[src/hw/rtl/rc4_pkg.sv]
// shared types, codes and sizes for the rc4 cipher engine
package rc4_pkg;

  // permutation table geometry
  localparam int PERM_SIZE = 256;
  localparam int PERM_AW   = 8;

  // key store geometry
  localparam int KEY_STORE_DEPTH = 256;
  localparam int KEY_AW = (KEY_STORE_DEPTH > 1) ? $clog2(KEY_STORE_DEPTH) : 1;

  // key length register
  localparam int KEY_LEN_W = 9;
  localparam logic [KEY_LEN_W-1:0] KEY_LEN_RESET = KEY_LEN_W'(16);

  typedef logic [7:0] byte_t;

  // command codes carried in the mode field
  typedef enum logic [1:0] {
    MODE_KEY   = 2'd0,
    MODE_SCHED = 2'd1,
    MODE_CRYPT = 2'd2,
    MODE_NONE  = 2'd3
  } mode_t;

  // control sequencer states
  typedef enum logic [2:0] {
    ST_IDLE,
    ST_CR_J,
    ST_CR_W1,
    ST_CR_W2,
    ST_KS_RD,
    ST_KS_J,
    ST_KS_W1,
    ST_KS_W2
  } state_t;

  // write and read controls for the permutation memory
  typedef struct packed {
    logic                 clear;
    logic                 we;
    logic [PERM_AW-1:0]   waddr;
    byte_t                wdata;
    logic [PERM_AW-1:0]   raddr;
  } perm_ctl_t;

endpackage

[src/hw/rtl/rc4_in_if.sv]
// command channel: mode, key index and data byte
interface rc4_in_if;
  logic                 valid;
  logic                 ready;
  logic [1:0]           mode;
  logic [7:0]           key_index;
  logic [7:0]           data_byte;

  modport source (output valid, mode, key_index, data_byte, input ready);
  modport sink (input valid, mode, key_index, data_byte, output ready);
endinterface

[src/hw/rtl/rc4_out_if.sv]
// result channel: one output byte per crypt command
interface rc4_out_if;
  logic       valid;
  logic       ready;
  logic [7:0] out_byte;

  modport source (output valid, out_byte, input ready);
  modport sink (input valid, out_byte, output ready);
endinterface

[src/hw/rtl/rc4_stream_cipher.sv]
// rc4 cipher engine top level: command sequencer around the permutation and key memories
//
//  channel   dir  beat contents                     handshake
//  in_ch     in   mode, key_index, data_byte        valid / ready
//  out_ch    out  out_byte                          valid / ready
//  cfg       in   key_length (9 bits)               cfg_we, no read-back
//
// crypt byte: the one read port and one write port of the permutation memory set the
//   steps (read i, read j, write i, write j); the next command is taken in the last step
// key store write on acceptance; key schedule: a first read, then read j, write i, write j per entry
// reset clears i and j and marks the whole permutation as identity at once
// a result waiting on out_ch holds the next crypt in its last cycle
module rc4_stream_cipher (
  input  logic                         clk,
  input  logic                         rst,
  input  logic                         cfg_we,
  input  logic [rc4_pkg::KEY_LEN_W-1:0] cfg_data,
  rc4_in_if.sink                       in_ch,
  rc4_out_if.source                    out_ch
);
  import rc4_pkg::*;

  state_t                state, state_next;
  logic [PERM_AW-1:0]    i, j;
  logic [PERM_AW-1:0]    n;
  logic [KEY_AW-1:0]     kidx, kidx_next;
  byte_t                 si, t, dbyte;
  logic [KEY_LEN_W-1:0]  key_length, len_eff;
  logic                  out_valid;
  byte_t                 out_byte;

  perm_ctl_t             pctl;
  byte_t                 prd;
  logic                  key_we;
  logic [KEY_AW-1:0]     key_raddr;
  byte_t                 krd;

  logic                  accept, out_free, out_load;
  mode_t                 in_mode;
  byte_t                 j_cr, j_ks, t_n, ks;

  // memories
  rc4_perm_ram u_perm (
    .clk   (clk),
    .rst   (rst),
    .ctl   (pctl),
    .rdata (prd)
  );

  rc4_key_ram u_key (
    .clk   (clk),
    .we    (key_we),
    .waddr (in_ch.key_index[KEY_AW-1:0]),
    .wdata (in_ch.data_byte),
    .raddr (key_raddr),
    .rdata (krd)
  );

  // datapath sums
  assign in_mode  = mode_t'(in_ch.mode);
  assign j_cr     = j + prd;
  assign j_ks     = j + prd + krd;
  assign t_n      = si + prd;
  assign ks       = (t == j) ? si : prd;
  assign out_free = !out_valid || out_ch.ready;
  assign accept   = in_ch.valid && in_ch.ready;

  // effective key length clamped to 1..depth
  always_comb begin
    if (key_length == '0) begin
      len_eff = KEY_LEN_W'(1);
    end else if (key_length > KEY_LEN_W'(KEY_STORE_DEPTH)) begin
      len_eff = KEY_LEN_W'(KEY_STORE_DEPTH);
    end else begin
      len_eff = key_length;
    end
  end

  // cyclic key position
  always_comb begin
    if ((KEY_LEN_W'(kidx) + KEY_LEN_W'(1)) >= len_eff) begin
      kidx_next = '0;
    end else begin
      kidx_next = kidx + KEY_AW'(1);
    end
  end

  // sequencer: next state and memory controls
  always_comb begin
    state_next  = state;
    pctl.clear  = 1'b0;
    pctl.we     = 1'b0;
    pctl.waddr  = j;
    pctl.wdata  = si;
    pctl.raddr  = i + PERM_AW'(1);
    key_raddr   = kidx;
    key_we      = 1'b0;
    in_ch.ready = 1'b0;
    out_load    = 1'b0;
    case (state)
      ST_IDLE: begin
        in_ch.ready = 1'b1;
      end
      ST_CR_J: begin
        pctl.raddr = j_cr;
        state_next = ST_CR_W1;
      end
      ST_CR_W1: begin
        pctl.we    = 1'b1;
        pctl.waddr = i;
        pctl.wdata = prd;
        pctl.raddr = t_n;
        state_next = ST_CR_W2;
      end
      ST_CR_W2: begin
        pctl.we = 1'b1;
        if (out_free) begin
          out_load    = 1'b1;
          in_ch.ready = 1'b1;
          state_next  = ST_IDLE;
        end else begin
          pctl.raddr = t;
        end
      end
      ST_KS_RD: begin
        pctl.raddr = n;
        state_next = ST_KS_J;
      end
      ST_KS_J: begin
        pctl.raddr = j_ks;
        state_next = ST_KS_W1;
      end
      ST_KS_W1: begin
        pctl.we    = 1'b1;
        pctl.waddr = n;
        pctl.wdata = prd;
        state_next = ST_KS_W2;
      end
      ST_KS_W2: begin
        pctl.we    = 1'b1;
        pctl.raddr = n + PERM_AW'(1);
        key_raddr  = kidx_next;
        if (n == PERM_AW'(PERM_SIZE - 1)) begin
          state_next = ST_IDLE;
        end else begin
          state_next = ST_KS_J;
        end
      end
      default: begin
        state_next = ST_IDLE;
      end
    endcase

    // a new command starts
    if (accept) begin
      case (in_mode)
        MODE_KEY: begin
          key_we = ({1'b0, in_ch.key_index} < 9'(KEY_STORE_DEPTH));
        end
        MODE_SCHED: begin
          pctl.clear = 1'b1;
          state_next = ST_KS_RD;
        end
        MODE_CRYPT: begin
          state_next = ST_CR_J;
        end
        default: begin
          state_next = ST_IDLE;
        end
      endcase
    end
  end

  // state register
  always_ff @(posedge clk) begin
    if (rst) begin
      state <= ST_IDLE;
    end else begin
      state <= state_next;
    end
  end

  // key length register
  always_ff @(posedge clk) begin
    if (rst) begin
      key_length <= KEY_LEN_RESET;
    end else if (cfg_we) begin
      key_length <= cfg_data;
    end
  end

  // counters and working bytes
  always_ff @(posedge clk) begin
    if (rst) begin
      i <= '0;
      j <= '0;
    end else begin
      case (state)
        ST_CR_J: begin
          i  <= i + PERM_AW'(1);
          j  <= j_cr;
          si <= prd;
        end
        ST_CR_W1: begin
          t <= t_n;
        end
        ST_KS_J: begin
          j  <= j_ks;
          si <= prd;
        end
        ST_KS_W2: begin
          n    <= n + PERM_AW'(1);
          kidx <= kidx_next;
          if (n == PERM_AW'(PERM_SIZE - 1)) begin
            i <= '0;
            j <= '0;
          end
        end
        default: begin
        end
      endcase
      if (accept) begin
        dbyte <= in_ch.data_byte;
        if (in_mode == MODE_SCHED) begin
          n    <= '0;
          j    <= '0;
          kidx <= '0;
        end
      end
    end
  end

  // output register
  always_ff @(posedge clk) begin
    if (rst) begin
      out_valid <= 1'b0;
    end else if (out_load) begin
      out_valid <= 1'b1;
    end else if (out_ch.ready) begin
      out_valid <= 1'b0;
    end
  end

  always_ff @(posedge clk) begin
    if (out_load) begin
      out_byte <= dbyte ^ ks;
    end
  end

  assign out_ch.valid    = out_valid;
  assign out_ch.out_byte = out_byte;

  // a result only appears at the end of a crypt command
  a_out_from_crypt: assert property (@(posedge clk) disable iff (rst)
    $rose(out_ch.valid) |-> $past(state) == ST_CR_W2)
    else $error("result beat without a finished crypt");

  // the key schedule leaves both counters at zero
  a_sched_clears: assert property (@(posedge clk) disable iff (rst)
    (state == ST_KS_W2 && n == PERM_AW'(PERM_SIZE - 1)) |=> (i == '0 && j == '0))
    else $error("counters not cleared after key schedule");

  // a crypt holds its last step while the result slot is full
  a_crypt_holds: assert property (@(posedge clk) disable iff (rst)
    (state == ST_CR_W2 && out_ch.valid && !out_ch.ready) |=> state == ST_CR_W2)
    else $error("crypt left while result slot full");
endmodule

[src/hw/rtl/rc4_perm_ram.sv]
// permutation memory: one write port, one write-first read port, identity where not yet written
module rc4_perm_ram (
  input  logic              clk,
  input  logic              rst,
  input  rc4_pkg::perm_ctl_t ctl,
  output rc4_pkg::byte_t    rdata
);
  import rc4_pkg::*;

  byte_t                mem [PERM_SIZE];
  logic [PERM_SIZE-1:0] vld;

  // entry storage
  always_ff @(posedge clk) begin
    if (ctl.we) begin
      mem[ctl.waddr] <= ctl.wdata;
    end
  end

  // written marks, a clear brings back the identity at once
  always_ff @(posedge clk) begin
    if (rst || ctl.clear) begin
      vld <= '0;
    end else if (ctl.we) begin
      vld[ctl.waddr] <= 1'b1;
    end
  end

  // registered read, a write to the same entry is passed through
  always_ff @(posedge clk) begin
    if (ctl.we && !ctl.clear && (ctl.waddr == ctl.raddr)) begin
      rdata <= ctl.wdata;
    end else if (vld[ctl.raddr] && !ctl.clear) begin
      rdata <= mem[ctl.raddr];
    end else begin
      rdata <= byte_t'(ctl.raddr);
    end
  end
endmodule

[src/hw/rtl/rc4_key_ram.sv]
// key byte store: one write port, one registered read port
module rc4_key_ram (
  input  logic                     clk,
  input  logic                     we,
  input  logic [rc4_pkg::KEY_AW-1:0] waddr,
  input  rc4_pkg::byte_t           wdata,
  input  logic [rc4_pkg::KEY_AW-1:0] raddr,
  output rc4_pkg::byte_t           rdata
);
  import rc4_pkg::*;

  byte_t mem [KEY_STORE_DEPTH];

  always_ff @(posedge clk) begin
    if (we) begin
      mem[waddr] <= wdata;
    end
    rdata <= mem[raddr];
  end
endmodule
[src/flat_wrapper.sv]
// flat-port wrapper written by rule: the top's interface ports become plain ports
module rc4_stream_cipher_flat import rc4_pkg::*;
  (clk, rst, cfg_we, cfg_data, in_ch_valid, in_ch_mode, in_ch_key_index, in_ch_data_byte, in_ch_ready, out_ch_valid, out_ch_out_byte, out_ch_ready);
  rc4_in_if in_ch_i ();
  rc4_out_if out_ch_i ();
  input  logic clk;
  input  logic rst;
  input  logic cfg_we;
  input  logic [rc4_pkg::KEY_LEN_W-1:0] cfg_data;
  input wire logic [$bits(in_ch_i.valid)-1:0] in_ch_valid;
  input wire logic [$bits(in_ch_i.mode)-1:0] in_ch_mode;
  input wire logic [$bits(in_ch_i.key_index)-1:0] in_ch_key_index;
  input wire logic [$bits(in_ch_i.data_byte)-1:0] in_ch_data_byte;
  output wire logic [$bits(in_ch_i.ready)-1:0] in_ch_ready;
  output wire logic [$bits(out_ch_i.valid)-1:0] out_ch_valid;
  output wire logic [$bits(out_ch_i.out_byte)-1:0] out_ch_out_byte;
  input wire logic [$bits(out_ch_i.ready)-1:0] out_ch_ready;
  assign in_ch_i.valid = in_ch_valid;
  assign in_ch_i.mode = in_ch_mode;
  assign in_ch_i.key_index = in_ch_key_index;
  assign in_ch_i.data_byte = in_ch_data_byte;
  assign in_ch_ready = in_ch_i.ready;
  assign out_ch_valid = out_ch_i.valid;
  assign out_ch_out_byte = out_ch_i.out_byte;
  assign out_ch_i.ready = out_ch_ready;
  rc4_stream_cipher u_core (.clk(clk), .rst(rst), .cfg_we(cfg_we), .cfg_data(cfg_data), .in_ch(in_ch_i), .out_ch(out_ch_i));
endmodule
[config.mk]
export PLATFORM = sky130hd
export DESIGN_NAME = rc4_stream_cipher_flat
export DESIGN_NICKNAME = d
export VERILOG_FILES = /design/src/hw/rtl/rc4_pkg.sv /design/src/hw/rtl/rc4_in_if.sv /design/src/hw/rtl/rc4_out_if.sv /design/src/hw/rtl/rc4_stream_cipher.sv /design/src/hw/rtl/rc4_perm_ram.sv /design/src/hw/rtl/rc4_key_ram.sv /design/src/flat_wrapper.sv
export SDC_FILE = /design/constraint.sdc
export NUM_CORES = 2
export LEC_CHECK = 0
export BUFFER_PORTS_ARGS = -buffer_cell sky130_fd_sc_hd__buf_2
export CORE_MARGIN = 4
export CORE_UTILIZATION = 24
export DETAILED_ROUTE_END_ITERATION = 6
export GPL_TIMING_DRIVEN = 0
export PLACE_DENSITY = 0.46
export SYNTH_ARGS = -nofsm -noshare
export SYNTH_HDL_FRONTEND = slang
export SYNTH_HIERARCHICAL = 1
export SYNTH_SLANG_ARGS = --single-unit
[constraint.sdc]
create_clock -name clk -period 6.4 [get_ports clk]
set_input_delay 1.28 -clock clk [delete_from_list [all_inputs] [get_ports clk]]
set_output_delay 1.28 -clock clk [all_outputs]
set_load 0.02 [all_outputs]
==> flow_metrics.py <==
metrics = {
    "outcome": {
        "status": "finished with violations",
        "violations": "DRC, capacitance limit, slew limit, setup timing",
    },
    "yosys": {
        "syn_area_per_cell_um2": 19.1,
        "ys_warn_count": 6,
        "ys_async_sr_fraction_pct": 0,
        "synth.cell_area_um2": 174000,
        "synth_ff_type": "edfxtp_1",
        "syn_inst": 9130,
        "synth_seq_area_share_pct": 74.8,
        "synth-seq-cells": 4445,
        "synth.distinct_cells": 91,
        "synth_edf_count": 4144,
        "synth_nets": 9199,
    },
    "die": {
        "start_util_pct": 24.1,
        "rows": 312,
        "die_h_um": 861,
        "core-area_um2": 723000,
        "ioPinCount": 42,
        "dieArea_um2": 741000,
        "die_w_um": 861,
    },
    "timing": {
        "period_share_pct": 103,
        "setup_viol": 8,
        "worst_slack_ns": -0.177,
        "finalHoldViolations": 0,
        "rsz0062_at_grt": "true",
        "worst_pin_slew_ns": 1.58,
        "min_period_ns": 6.58,
        "timing.fmax_mhz": 152,
        "maxSlewViolCount": 41,
        "fin_skew_ns": 0.0569,
        "relSlewSlack_pct": -5.37,
    },
    "detailed_routing": {
        "drc": 10,
        "drtIter0Drc": 14900,
        "antenna_left": 0,
        "firstDrtPassIters": 7,
        "wire_per_inst_um": 35.0,
        "routed_via_density": 5.08,
        "drt-total-wl_mm": 687,
        "vias": 99800,
    },
    "critical_path": {
        "path_class": "reg2reg",
        "cpPeakStageDelay_ns": 0.66,
        "worst_path_max_delay_cell": "buf_4",
        "required_ns": 7.26,
        "endpoint_kind": "register",
        "cp_num_cells": 19,
        "worst-path-buf-inv": 7,
        "r2r-end": "u_core/u_perm/rdata[0]$_DFF_P_",
        "reg2reg_from": "u_core/state[0]$_SDFF_PP0_",
        "crit_chain": "buf_2 > nand3_1 > buf_2 > inv_1 > ha_1 > a2111oi_1 > o22ai_2 > buf_6 > buf_6 > buf_4 > buf_4 > mux4_2 > mux2i_1 > nand2_1 > o211ai_1 > nand4_1 > o311ai_4 > nor4_1 > a221o_1",
        "critical-path-top-delay-family": "buffers and inverters",
        "cp-startpoint": "u_core/state[0]$_SDFF_PP0_",
        "cp-start-kind": "register",
        "path_max_fanout": 10,
        "critPathArrivalTime_ns": 7.44,
        "reg2regPathDepth": 19,
        "reg2reg_slack_ns": -0.18,
        "endpoint": "u_core/u_perm/rdata[0]$_DFF_P_",
    },
    "clock_network": {
        "cts_buffers": 432,
        "insertion_delay_ns": 1.05,
        "clkTransAtPathRegs_ns": 0.07,
        "ctsHoldBuffers": 0,
        "clock_sinks": 4445,
        "htree_levels": 5,
        "root_buffer": "clkbuf_16",
        "cts_buffer_depth": 4,
        "cts_tree": "built",
    },
    "place": {
        "dp_cells": 18800,
        "dp_hpwl_mm": 458,
        "placed_cell_area_um2": 188000,
        "routabilityCongestion": 0.936,
        "io_buffers": 36,
        "pre_cts_ws_ns": -3.46,
    },
    "global_routing": {
        "antenna_found_initial": 70,
        "grt_pass1_wl_mm": 901,
        "grt_usage_pct": 17.9,
        "grt_max_degree": 142,
        "grt_pass1_vias": 95000,
        "grt_overflow": 0,
    },
    "layout": {
        "finalInstanceArea_um2": 204000,
        "seqCellArea_um2": 130000,
        "nets": 9746,
        "multi_input_area_um2": 41800,
        "final_util_pct": 28.2,
        "layoutNonFillerInstCount": 19600,
        "synthToLayoutAreaGrowth_pct": 17.1,
        "drive_gt1_share_pct": 23.4,
        "fillers": 71700,
    },
    "power": {
        "power_uw": 73800,
        "vdd_ir_drop_max_mv": 0.252,
        "power.leakage_uw": 0.0628,
        "power_density_nw_per_um2": 361,
    },
    "run": {
        "maxCapViolations": 5,
    },
    "min_path": {
        "hp-class": "reg2reg",
    },
}
-- logic make-up after synthesis --
kind of cell               after synthesis  synth area share [%]
and+or+nand+nor                       1711                  4.22
xor gates and xnor gates                59                 0.296
adders and majority gates               37                 0.278
muxes                                 1369                  14.7
AOI/OAI and AO/OA                      928                  3.78
DFF                                   4445                  74.8
buffers and inverters                  581                  1.95
-- flip-flops by register name, summed over array words and instances, names as in the netlist --
register,cells
u_core/t,8
u_core/key_length,9
u_core/n,8
u_core/i,8
u_core/kidx,8
u_core/state,3
u_core/out_ch.out_byte,8
u_core/j,8
u_core/u_key/mem,2048
u_core/u_perm/vld,256
u_core/dbyte,8
u_core/u_perm/rdata,8
u_core/u_key/rdata,8
u_core/u_perm/mem,2048
u_core/si,8
u_core/out_ch.valid,1
-- layer usage --
metal | track usage (%) | up-vias | part of all wire (%)
met5 | 0.169 | - | 0.071
met4 | 6.99 | 44 | 4.6
met3 | 4.47 | 1225 | 9.9
met2 | 26.9 | 5754 | 44
met1 | 24.8 | 54600 | 42
li1 | - | 38200 | -
-- through the flow --
stage | setup TNS, ns | hold WS (ns)
CTS | 0 | 0.356
global route | -0.177 | 0.426
finish | -0.791 | 0.467
global placement | -162.76 | 0.444
floorplan | 0 | 0.435
detailed placement | -37.88 | 0.453
-- worst min-delay path by stage --
| stage | from | end | slack (ns) | cells after the start |
|---|---|---|---|---|
| floorplan | u_core/u_perm/vld[102]$_SDFFE_PP0P_ | u_core/u_perm/vld[102]$_SDFFE_PP0P_ | 0.43 | 2 |
| global placement | u_core/u_perm/vld[183]$_SDFFE_PP0P_ | u_core/u_perm/vld[183]$_SDFFE_PP0P_ | 0.44 | 2 |
| detailed placement | u_core/u_perm/vld[199]$_SDFFE_PP0P_ | u_core/u_perm/vld[199]$_SDFFE_PP0P_ | 0.45 | 2 |
| CTS | in_ch_mode[0] | u_core/state[0]$_SDFF_PP0_ | 0.36 | 2 |
| global route | in_ch_mode[0] | u_core/state[0]$_SDFF_PP0_ | 0.43 | 2 |
| finish | u_core/u_perm/vld[140]$_SDFFE_PP0P_ | u_core/u_perm/vld[140]$_SDFFE_PP0P_ | 0.47 | 2 |
-- what timing repair did --
action,CTS,global route
endpoints found under the setup margin,16,16
setup buffers,13,2
gates resized for setup,368,124
pin swaps,17,13
gates cloned,0,0
-- power breakdown --
part / total, µW / internal (µW) / switching [µW]
clock network: 25800 / 14300 / 11500
logic: 15600 / 4440 / 11200
registers: 32400 / 32200 / 114
total: 73800 / 51000 / 22800
-- cell type report --
cell class / count / area share, %
buffer: 550 / 1.99
sequential: 4445 / 63.9
multi-input combinational: 4104 / 20.5
inverter: 25 / 0.0496
antenna: 21 / 0.0257
clock buffer: 551 / 5.75
tap: 9577 / 5.87
timing repair buffer: 119 / 0.850
clock inverter: 252 / 1.10
-- cells in the mapped netlist, types with 57 or more instances --
cell type	instances	area, µm²
o21ai_0	60	300
o221ai_1	79	692
a22oi_1	195	1460
o22ai_1	95	594
edfxtp_1	4144	124000
nand2_1	201	754
dfxtp_1	301	6030
buf_6	67	754
mux4_2	949	21400
mux2i_1	402	4020
nand3_1	88	440
clkbuf_1	257	965
nor2b_1	70	438
a21oi_1	199	996
nor2_1	1091	4100
nor3_1	77	385
buf_2	111	556
buf_4	57	428
a211oi_1	73	548
-- worst register-to-register path, cell delays in order (launching register included) --
cell and delay [ns]:
dfxtp_1 0.39, buf_2 0.24, nand3_1 0.22, buf_2 0.28
inv_1 0.20, ha_1 0.21, a2111oi_1 0.07, o22ai_2 0.35
buf_6 0.30, buf_6 0.35, buf_4 0.60, buf_4 0.67
mux4_2 0.60, mux2i_1 0.31, nand2_1 0.22, o211ai_1 0.14
nand4_1 0.42, o311ai_4 0.34, nor4_1 0.10, a221o_1 0.39
-- placed cells by master, fill, tap and decap left out, types with 91 or more instances in the layout --
cell type,netlist,routed
mux4_2,949,949
nor2_1,1091,1048
buf_6,67,96
clkbuf_16,0,445
clkbuf_1,257,212
dfxtp_1,301,298
a22oi_1,195,195
edfxtp_1,4144,4144
clkbuf_2,0,95
clkinv_1,4,91
buf_4,57,103
mux2i_1,402,400
nand2_1,201,194
a21oi_1,199,177
o22ai_1,95,93
Note: power is estimated with default switching activity, not from simulation.
